`src/hdl/cils_pkg.sv`:
```
// Shared types and constants for the compacting indexed log store.
// Holds operation and status codes and the memory control struct.
// No dependencies.
`default_nettype none

package cils_pkg;

    // Widths of absolute log indexes and terms.
    localparam int IDX_W  = 31;
    localparam int TERM_W = 31;

    // Highest index that can be held; an append at this last index is refused.
    localparam logic [IDX_W-1:0] IDX_MAX = '1;

    // Operation codes carried on the opcode port.
    typedef enum logic [1:0] {
        OP_APPEND   = 2'd0,
        OP_READ     = 2'd1,
        OP_SNAPSHOT = 2'd2,
        OP_TRUNCATE = 2'd3
    } op_t;

    // Result status codes.
    typedef enum logic [1:0] {
        ST_OK    = 2'd0,
        ST_RANGE = 2'd1,
        ST_FULL  = 2'd2
    } status_t;

    // Control strobes from the sequencer to the entry memories.
    typedef struct packed {
        logic wr_en;
        logic rd_en;
    } mem_ctl_t;

endpackage

`default_nettype wire

```
`src/hdl/cils_ctrl.sv`:
```
// Sequencer of the compacting indexed log store: ring pointers, base, tail
// tracking, memory requests and the output register.
// Depends on cils_pkg.
`default_nettype none

module cils_ctrl #(
    parameter int DEPTH         = 1024,
    parameter int PAYLOAD_WIDTH = 64
) (
    input  wire logic                          clk,
    input  wire logic                          rst_n,
    // Request channel
    input  wire logic                          in_valid,
    output logic                               in_stall,
    input  wire logic [1:0]                    opcode,
    input  wire logic [cils_pkg::IDX_W-1:0]    log_index,
    input  wire logic [cils_pkg::TERM_W-1:0]   entry_term,
    input  wire logic [PAYLOAD_WIDTH-1:0]      entry_payload,
    // Entry memory port
    output cils_pkg::mem_ctl_t                 mem_ctl,
    output logic      [$clog2(DEPTH)-1:0]      mem_addr,
    output logic      [cils_pkg::TERM_W-1:0]   mem_wr_term,
    output logic      [PAYLOAD_WIDTH-1:0]      mem_wr_payload,
    input  wire logic [cils_pkg::TERM_W-1:0]   mem_rd_term,
    input  wire logic [PAYLOAD_WIDTH-1:0]      mem_rd_payload,
    // Result channel
    output logic                               out_valid,
    input  wire logic                          out_stall,
    output logic      [1:0]                    status,
    output logic      [cils_pkg::TERM_W-1:0]   read_term,
    output logic      [PAYLOAD_WIDTH-1:0]      read_payload,
    output logic      [cils_pkg::IDX_W-1:0]    last_index,
    output logic      [cils_pkg::TERM_W-1:0]   last_term
);

    import cils_pkg::*;

    localparam int ADDR_W = $clog2(DEPTH);
    localparam int CNT_W  = $clog2(DEPTH + 1);
    localparam logic [ADDR_W:0]    DEPTH_SLOTS = (ADDR_W + 1)'(DEPTH);
    localparam logic [CNT_W-1:0]   DEPTH_CNT   = CNT_W'(DEPTH);

    typedef enum logic [2:0] {
        S_IDLE = 3'b001,
        S_EXEC = 3'b010,
        S_RESP = 3'b100
    } state_t;

    // Ring slot of the k-th live entry; k may not exceed DEPTH.
    function automatic logic [ADDR_W-1:0] slot_of(
        input logic [ADDR_W-1:0] head,
        input logic [ADDR_W-1:0] k
    );
        logic [ADDR_W:0] sum;
        sum = {1'b0, head} + {1'b0, k};
        if (sum >= DEPTH_SLOTS)
        begin
            sum = sum - DEPTH_SLOTS;
        end
        return sum[ADDR_W-1:0];
    endfunction

    // Control state
    state_t              state_reg,      state_next;
    logic [ADDR_W-1:0]   head_reg,       head_next;
    logic [CNT_W-1:0]    count_reg,      count_next;
    logic [IDX_W-1:0]    base_idx_reg,   base_idx_next;
    logic [TERM_W-1:0]   base_term_reg,  base_term_next;
    logic [IDX_W-1:0]    last_idx_reg,   last_idx_next;
    logic [TERM_W-1:0]   last_term_reg,  last_term_next;
    status_t             status_pend_reg, status_pend_next;
    logic                hit_reg,        hit_next;
    logic                trunc_rd_reg,   trunc_rd_next;
    logic                out_valid_reg,  out_valid_next;

    // Captured request word
    op_t                      op_reg,   op_next;
    logic [IDX_W-1:0]         idx_reg,  idx_next;
    logic [TERM_W-1:0]        term_reg, term_next;
    logic [PAYLOAD_WIDTH-1:0] pay_reg,  pay_next;

    // Output word
    status_t                  status_out_reg, status_out_next;
    logic [TERM_W-1:0]        rterm_out_reg,  rterm_out_next;
    logic [PAYLOAD_WIDTH-1:0] rpay_out_reg,   rpay_out_next;
    logic [IDX_W-1:0]         lidx_out_reg,   lidx_out_next;
    logic [TERM_W-1:0]        lterm_out_reg,  lterm_out_next;

    // Index arithmetic against the base and tail.
    logic             above;
    logic             in_range;
    logic             full;
    logic [IDX_W-1:0] diff;
    logic [IDX_W-1:0] off;
    logic [IDX_W-1:0] off_prev;
    logic [TERM_W-1:0] tail_term;

    assign above    = idx_reg > base_idx_reg;
    assign in_range = above && (idx_reg <= last_idx_reg);
    assign diff     = idx_reg - base_idx_reg;
    assign off      = diff - IDX_W'(1);
    assign off_prev = diff - IDX_W'(2);
    assign full     = (count_reg == DEPTH_CNT) || (last_idx_reg == IDX_MAX);
    assign tail_term = trunc_rd_reg ? mem_rd_term : last_term_reg;

    // Sequencer: capture, execute against the memory, then form the result.
    always_comb
    begin
        state_next       = state_reg;
        head_next        = head_reg;
        count_next       = count_reg;
        base_idx_next    = base_idx_reg;
        base_term_next   = base_term_reg;
        last_idx_next    = last_idx_reg;
        last_term_next   = last_term_reg;
        status_pend_next = status_pend_reg;
        hit_next         = hit_reg;
        trunc_rd_next    = trunc_rd_reg;
        out_valid_next   = out_valid_reg;
        op_next          = op_reg;
        idx_next         = idx_reg;
        term_next        = term_reg;
        pay_next         = pay_reg;
        status_out_next  = status_out_reg;
        rterm_out_next   = rterm_out_reg;
        rpay_out_next    = rpay_out_reg;
        lidx_out_next    = lidx_out_reg;
        lterm_out_next   = lterm_out_reg;
        mem_ctl          = '0;
        mem_addr         = slot_of(head_reg, count_reg[ADDR_W-1:0]);

        // The result word leaves when the consumer takes it.
        if (out_valid_reg && !out_stall)
        begin
            out_valid_next = 1'b0;
        end

        unique case (state_reg)
            S_IDLE:
            begin
                if (in_valid)
                begin
                    op_next    = op_t'(opcode);
                    idx_next   = log_index;
                    term_next  = entry_term;
                    pay_next   = entry_payload;
                    state_next = S_EXEC;
                end
            end

            S_EXEC:
            begin
                status_pend_next = ST_OK;
                hit_next         = 1'b0;
                trunc_rd_next    = 1'b0;
                state_next       = S_RESP;
                unique case (op_reg)
                    OP_APPEND:
                    begin
                        if (full)
                        begin
                            status_pend_next = ST_FULL;
                        end
                        else
                        begin
                            mem_ctl.wr_en  = 1'b1;
                            count_next     = count_reg + CNT_W'(1);
                            last_idx_next  = last_idx_reg + IDX_W'(1);
                            last_term_next = term_reg;
                        end
                    end

                    OP_READ:
                    begin
                        if (in_range)
                        begin
                            mem_ctl.rd_en = 1'b1;
                            mem_addr      = slot_of(head_reg, off[ADDR_W-1:0]);
                            hit_next      = 1'b1;
                        end
                        else
                        begin
                            status_pend_next = ST_RANGE;
                        end
                    end

                    OP_SNAPSHOT:
                    begin
                        if (above)
                        begin
                            base_idx_next  = idx_reg;
                            base_term_next = term_reg;
                            if (idx_reg < last_idx_reg)
                            begin
                                // Drop the leading entries; the tail stays put.
                                head_next  = slot_of(head_reg, diff[ADDR_W-1:0]);
                                count_next = count_reg - diff[CNT_W-1:0];
                            end
                            else
                            begin
                                // The snapshot covers every live entry.
                                count_next     = '0;
                                last_idx_next  = idx_reg;
                                last_term_next = term_reg;
                            end
                        end
                    end

                    OP_TRUNCATE:
                    begin
                        if (in_range)
                        begin
                            count_next    = off[CNT_W-1:0];
                            last_idx_next = idx_reg - IDX_W'(1);
                            if (diff == IDX_W'(1))
                            begin
                                last_term_next = base_term_reg;
                            end
                            else
                            begin
                                // Fetch the term of the new tail entry.
                                mem_ctl.rd_en = 1'b1;
                                mem_addr      = slot_of(head_reg, off_prev[ADDR_W-1:0]);
                                trunc_rd_next = 1'b1;
                            end
                        end
                    end
                endcase
            end

            S_RESP:
            begin
                if (!out_valid_reg || !out_stall)
                begin
                    out_valid_next  = 1'b1;
                    status_out_next = status_pend_reg;
                    rterm_out_next  = hit_reg ? mem_rd_term : '0;
                    rpay_out_next   = hit_reg ? mem_rd_payload : '0;
                    lidx_out_next   = last_idx_reg;
                    lterm_out_next  = tail_term;
                    last_term_next  = tail_term;
                    state_next      = S_IDLE;
                end
            end

            default:
            begin
                state_next = S_IDLE;
            end
        endcase
    end

    // Control registers.
    always_ff @(posedge clk or negedge rst_n)
    begin
        if (!rst_n)
        begin
            state_reg       <= S_IDLE;
            head_reg        <= '0;
            count_reg       <= '0;
            base_idx_reg    <= '0;
            base_term_reg   <= '0;
            last_idx_reg    <= '0;
            last_term_reg   <= '0;
            status_pend_reg <= ST_OK;
            hit_reg         <= 1'b0;
            trunc_rd_reg    <= 1'b0;
            out_valid_reg   <= 1'b0;
        end
        else
        begin
            state_reg       <= state_next;
            head_reg        <= head_next;
            count_reg       <= count_next;
            base_idx_reg    <= base_idx_next;
            base_term_reg   <= base_term_next;
            last_idx_reg    <= last_idx_next;
            last_term_reg   <= last_term_next;
            status_pend_reg <= status_pend_next;
            hit_reg         <= hit_next;
            trunc_rd_reg    <= trunc_rd_next;
            out_valid_reg   <= out_valid_next;
        end
    end

    // Payload registers.
    always_ff @(posedge clk)
    begin
        op_reg         <= op_next;
        idx_reg        <= idx_next;
        term_reg       <= term_next;
        pay_reg        <= pay_next;
        status_out_reg <= status_out_next;
        rterm_out_reg  <= rterm_out_next;
        rpay_out_reg   <= rpay_out_next;
        lidx_out_reg   <= lidx_out_next;
        lterm_out_reg  <= lterm_out_next;
    end

    assign in_stall       = (state_reg != S_IDLE);
    assign mem_wr_term    = term_reg;
    assign mem_wr_payload = pay_reg;
    assign out_valid      = out_valid_reg;
    assign status         = status_out_reg;
    assign read_term      = rterm_out_reg;
    assign read_payload   = rpay_out_reg;
    assign last_index     = lidx_out_reg;
    assign last_term      = lterm_out_reg;

    // The ring never holds more entries than it has slots.
    assert property (@(posedge clk) disable iff (!rst_n)
        count_reg <= DEPTH_CNT)
    else $error("entry count exceeds ring depth");

    // The tracked last index always equals base plus entries held.
    assert property (@(posedge clk) disable iff (!rst_n)
        last_idx_reg == base_idx_reg + IDX_W'(count_reg))
    else $error("last index out of step with base and count");

    // An empty log reports the base term as its last term.
    assert property (@(posedge clk) disable iff (!rst_n)
        (state_reg == S_IDLE && count_reg == '0) |-> last_term_reg == base_term_reg)
    else $error("empty log last term differs from base term");

    // A result word appears only out of the response step.
    assert property (@(posedge clk) disable iff (!rst_n)
        $rose(out_valid_reg) |-> $past(state_reg == S_RESP))
    else $error("result word raised outside response step");

    // Memory writes happen only while executing an append.
    assert property (@(posedge clk) disable iff (!rst_n)
        mem_ctl.wr_en |-> (state_reg == S_EXEC && op_reg == OP_APPEND))
    else $error("entry memory written outside an append");

endmodule

`default_nettype wire

```
`config.mk`:
```
export PLATFORM = sky130hd
export DESIGN_NAME = cils_ctrl
export DESIGN_NICKNAME = d
export VERILOG_FILES = /design/src/hdl/cils_pkg.sv /design/src/hdl/cils_ctrl.sv
export SDC_FILE = /design/constraint.sdc
export NUM_CORES = 1
export LEC_CHECK = 0
export BUFFER_PORTS_ARGS = -buffer_cell sky130_fd_sc_hd__buf_2
export CAP_MARGIN = 20
export CORE_AREA = 3 3 202 204
export DETAILED_ROUTE_END_ITERATION = 8
export DIE_AREA = 0 0 205 207
export PLACE_DENSITY = 0.86
export SETUP_SLACK_MARGIN = 0.02
export SLEW_MARGIN = 5
export SYNTH_ARGS = -nofsm -noshare
export SYNTH_HDL_FRONTEND = slang
export SYNTH_SLANG_ARGS = --single-unit
```
`constraint.sdc`:
```
create_clock -name clk -period 12.7 [get_ports clk]
set_input_delay 0.635 -clock clk [delete_from_list [all_inputs] [get_ports clk]]
set_output_delay 0.635 -clock clk [all_outputs]
set_load 0.1 [all_outputs]
```
Yosys cells after proc, flatten, opt, wreduce, memory -nomap -nowiden --
Cells that the tools add are included.
Storage, ports and cells: bits in registers 440, bits of input ports 227, output and inout bits 268, logic and storage cells 127
Operators by class: add/sub/neg operators 15, magnitude comparators 7, equality and inequality tests 22, muxes and demuxes 46, reductions and logical operators 17
Operators with widths (number):
- two-way mux 31 bit | 11
- one-hot mux 31 bit (3 select lines) | 2
- two-way mux 10 bit | 8
- one-hot mux 31 bit (2 select lines) | 1
- adder 10 x 10 -> 11 bit | 4
- greater-or-equal comparator 11 bit, second input constant | 4
- two-way mux 11 bit | 4
- subtractor 10 x 1 -> 10 bit, second input constant | 4
- one-hot mux 11 bit (3 select lines) | 1
- adder 31 x 1 -> 31 bit, second input constant | 1
- == test 31 x 1 -> 1 bit, second input constant | 1
- == test 31 bit, second input constant | 1
- greater-than comparator 31 bit | 1
- less-or-equal comparator 31 bit | 1
- less-than comparator 31 bit | 1
- subtractor 31 x 1 -> 31 bit, second input constant | 1
- subtractor 31 bit | 1
- one-hot mux 10 bit (2 select lines) | 1
- != test 3 bit, second input constant | 5
- != test 2 bit, second input constant | 6
- adder 11 x 1 -> 11 bit, second input constant | 1
- == test 11 bit, second input constant | 1
- two-way mux 1 bit | 11
- subtractor 11 x 1 -> 11 bit, second input constant | 1
- 26 further kinds | 34

Depth between registers and ports, before layout --
word-level depth 9, depth in mapped cells 19

Worst setup path before layout --
Ideal clock, no wire load.
kind flip-flop to output port, from register idx_reg[0], to output mem_addr[2], arrival 6.759 ns, required time 12.065 ns, path slack 5.306 ns, stages on the path, launching flop included 15, path through edfxtp_1 inv_1 ha_1 inv_1 fa_1 a21o_1 a221o_1 a221o_1 or2_1 mux2i_1 a22oi_1 or4b_1 or3_1 mux2i_1 o41ai_1
On the way: longest elaborated chain between the ends 9
Ends and longest elaborated chain:
- from (decl) | RTL line cils_ctrl.sv:78 | logic [IDX_W-1:0] idx_reg, idx_next;
- from (signal assigned) | RTL line cils_ctrl.sv:290 | idx_reg <= idx_next;
- subtractor 31 bit | RTL line cils_ctrl.sv:100 | assign diff = idx_reg - base_idx_reg;
- subtractor 10 x 2 -> 10 bit | RTL line cils_ctrl.sv:102 | assign off_prev = diff - IDX_W'(2);
- adder 10 x 10 -> 11 bit | RTL line cils_ctrl.sv:55 | sum = {1'b0, head} + {1'b0, k};
- subtractor 10 x 1 -> 10 bit / greater-or-equal comparator 11 bit (equally long branches) | RTL line cils_ctrl.sv:58, cils_ctrl.sv:56
- two-way mux 10 bit | RTL line cils_ctrl.sv:56 | if (sum >= DEPTH_SLOTS)
- two-way mux 10 bit | RTL line cils_ctrl.sv:215 | if (diff == IDX_W'(1))
- two-way mux 10 bit | RTL line cils_ctrl.sv:211 | if (in_range)
- one-hot mux 10 bit (2 select lines) (*) | RTL line cils_ctrl.sv:157 | unique case (op_reg)
- two-way mux 10 bit (*) | RTL line cils_ctrl.sv:138 | unique case (state_reg)
- to (decl) | RTL line cils_ctrl.sv:21 | output logic [$clog2(DEPTH)-1:0] mem_addr,
Mark *: on every way between the ends. The rest lies on a longest branch, timed or not.

Worst setup path in the final report --
from register idx_reg[0], to output mem_addr[9]
The elaborated chain is that of the path after synthesis.

==> flow_metrics.py <==
metrics = {
    "setup_path": {
        "critical_path_required_ns": 12.06,
        "worstPathCellList": "inv_1 > ha_1 > inv_1 > fa_1 > a21o_1 > a221o_1 > xnor2_2 > inv_2 > a211o_1 > nor4bb_1 > nor4b_1 > nand4_1 > or4_1 > nand2b_4 > o211ai_2 > buf_2",
        "crit_arrival_ns": 5.85,
        "reg2reg_slack_ns": 7.11,
        "cp_slowest_cell": "or4_1",
        "critPathLaunchType": "register",
        "ff2ff_path_depth": 11,
        "critPathKind": "reg2out",
        "critPathMaxStageDelay_ns": 0.81,
        "crit_top_cell": "inv_1",
        "path_max_fanout": 7,
        "crit_path_end_kind": "output port",
        "r2r-start": "idx_reg[14]",
        "path_buf_inv": 4,
        "crit_family": "simple AND/OR/NAND/NOR gates",
        "rr_endpoint": "last_idx_reg[3]",
    },
    "sta": {
        "finalSetupViolations": 0,
        "skew_ns": 0.0244,
        "grt_setup_unrepaired": "false",
        "tightest_slew_ns": 1.18,
        "slew_headroom_pct": 21.5,
        "final.period_utilization_pct": 51.1,
        "setup_tns_ns": 0,
        "max_freq_mhz": 154,
        "setup_slack_ns": 6.21,
        "hold_ws_ns": 0.159,
        "layout_min_cycle_time_ns": 6.49,
        "slew_viol_final": 0,
        "hold_viol": 0,
    },
    "clocking": {
        "clock_sinks": 440,
        "cts_hold_buf": 0,
        "htree_num_levels": 2,
        "cts_root_buffer": "clkbuf_16",
        "cts_max_path_buffers": 3,
        "clkTransAtPathRegs_ns": 0.06,
        "post_cts_buffers": 0,
        "cts_tree": "built",
        "clock_latency_ns": 0.58,
        "cts_resized": 0,
        "numCtsBuffers": 45,
    },
    "synthesis": {
        "synth_top_family_by_area": "simple AND/OR/NAND/NOR gates",
        "synth_area_leaders": "edfxtp_1 37%, dfrtp_1 16%, ha_1 6.1%, mux2_2 4.5%, and2_1 2.7%",
        "synth_commonest_cells": "287 x edfxtp_1, 152 x dfrtp_1, 125 x a21oi_1",
        "synth-seq-cells": 440,
        "synth_fa_ha_area_share_pct": 6.62,
        "netlist.top_cell.by_area": "edfxtp_1",
        "synth_ff_type": "edfxtp_1",
        "yosysSeqAreaShare_pct": 53.3,
        "synth_xor_area_share_pct": 3.79,
        "postSynth.asyncResetShare_pct": 34.8,
        "synth_edf_count": 287,
        "ys.warnings.count": 0,
        "synth-compound-area-share_pct": 13.5,
        "synth_top_area_share_pct": 36.9,
        "synth_cells": 2035,
        "synth.distinct_cells": 85,
        "synth_most_common_cell": "edfxtp_1",
        "synth.area.mux_share_pct": 6.17,
        "syn_area_per_cell_um2": 11.5,
        "synth_area_mm2": 0.0233,
        "yosys.area_share.simple_pct": 13.5,
        "syn-num-nets": 2381,
    },
    "global_routing": {
        "grt_pass1_vias": 18700,
        "overflow": 0,
        "grt_start_max_net_pins": 97,
        "grt_pass1_wl_um": 111000,
        "antenna_found_initial": 4,
        "grt_use_total_pct": 33.6,
    },
    "detailed_routing": {
        "dr.first_iter.drc_count": 1961,
        "wl_per_cell_um": 24.0,
        "wirelength_um": 73500,
        "drt_pass1_iterations": 7,
        "viasPerCell": 6.25,
        "via_count": 19100,
        "drcViolationCount": 0,
        "ant_nets": 0,
    },
    "job": {
        "drv_cap": 0,
    },
    "finish": {
        "drive_gt1_share_pct": 29.3,
        "fin_util_pct": 70.6,
        "syn_to_final_growth_pct": 19.4,
        "fin_nets": 2845,
        "n_fill_cell": 2747,
    },
    "run_status": {
        "status": "finished clean",
    },
    "placement": {
        "dpl_worst_slack_ns": 6.88,
        "gp_congestion": 0.954,
        "dpl.hpwl_um": 52400,
        "port_buffers": 494,
    },
    "die": {
        "rows": 73,
        "fp.dieH_um": 207,
        "start_util_pct": 59.1,
        "die_w_um": 205,
        "core_region_area_mm2": 0.0395,
        "dieArea_mm2": 0.0424,
        "ios": 495,
    },
    "min_path": {
        "hold_path.class": "in2async",
    },
    "pwr": {
        "ir_worst_vdd_mv": 0.196,
        "power.density_mw_per_mm2": 277,
        "leakage_nw": 11.8,
    },
}
[cell families (layout without fill, tap and decap cells)]
| kind of cell | after synthesis | count (layout) |
|---|---|---|
| xor+xnor | 100 | 100 |
| compound gates | 465 | 465 |
| buf+inv | 194 | 694 |
| other cells | 0 | 1 |
| flops | 440 | 440 |
| fa+ha+maj | 120 | 120 |
| mux | 132 | 132 |
| simple gates | 584 | 584 |
[cells in the final DEF (no fill, tap or decap), drive strengths merged, types with 31 or more instances in the layout]
cell type and instances:
buf 514, edfxtp 287, dfrtp 152, a21oi 125
nor2 115, ha 113, nand2 104, and2 102
inv 97, mux2 94, o21ai 87, xnor2 69
clkbuf 66, nor3 48, nand3 39, o211ai 39
mux2i 38, nand4 36, a22oi 35, xor2 31
or3b 31
[metal layers]
layer	global-route usage, %	wire length, um	vias up
met4	15.1	3830	6
li1	-	-	8546
met3	6.40	6780	225
met2	54.6	34700	1105
met5	0	42	-
met1	44.1	28100	9258
[final cells by class]
cell class / instances / area [um^2] / share of cell area [%]
antenna: 1 / 2.50 / 0.00898
clock buffer: 66 / 1330 / 4.75
clock inverter: 17 / 229 / 0.822
inverter: 97 / 364 / 1.31
timing repair buffer: 514 / 2650 / 9.50
sequential: 440 / 12400 / 44.7
multi-input combinational: 1401 / 10200 / 36.6
tap: 525 / 657 / 2.36
[worst register-to-register path, stage by stage (launching register included)]
cell       delay [ns]
edfxtp_1         0.48
ha_1             0.57
nand2_1          0.21
a2111oi_0        0.35
o21ai_1          0.24
a311oi_1         0.49
a22oi_1          0.30
nor3b_2          0.70
and2_1           0.94
nor2_1           0.46
buf_4            0.32
a222oi_1         0.41
[worst max-delay path by stage]
stage                          start          end  depth (start not counted)
after global routing      idx_reg[0]  mem_addr[7]                         16
after detailed placement  idx_reg[0]  mem_addr[9]                         16
after CTS                 idx_reg[0]  mem_addr[9]                         16
final                     idx_reg[0]  mem_addr[9]                         16
after floorplan           idx_reg[0]  mem_addr[2]                         14
after global placement    idx_reg[0]  mem_addr[9]                         16
[stage by stage]
| stage | cell area (um^2) | cells | power, mW |
|---|---|---|---|
| floorplan | 23300 | 2035 | 5.29 |
| global placement | 26300 | 2976 | 6.17 |
| detailed placement | 26300 | 2976 | 6.25 |
| CTS | 27800 | 3059 | 7.67 |
| global route | 27900 | 3061 | 8.13 |
| finish | 27900 | 3061 | 7.71 |
[power breakdown]
part	internal (mW)	leakage [nW]	switching [mW]
clock network	0.810	0.755	0.571
logic	1.34	6.48	2.80
registers	1.93	4.54	0.264
total	4.07	11.8	3.64
(Power assumes the default switching activity.)
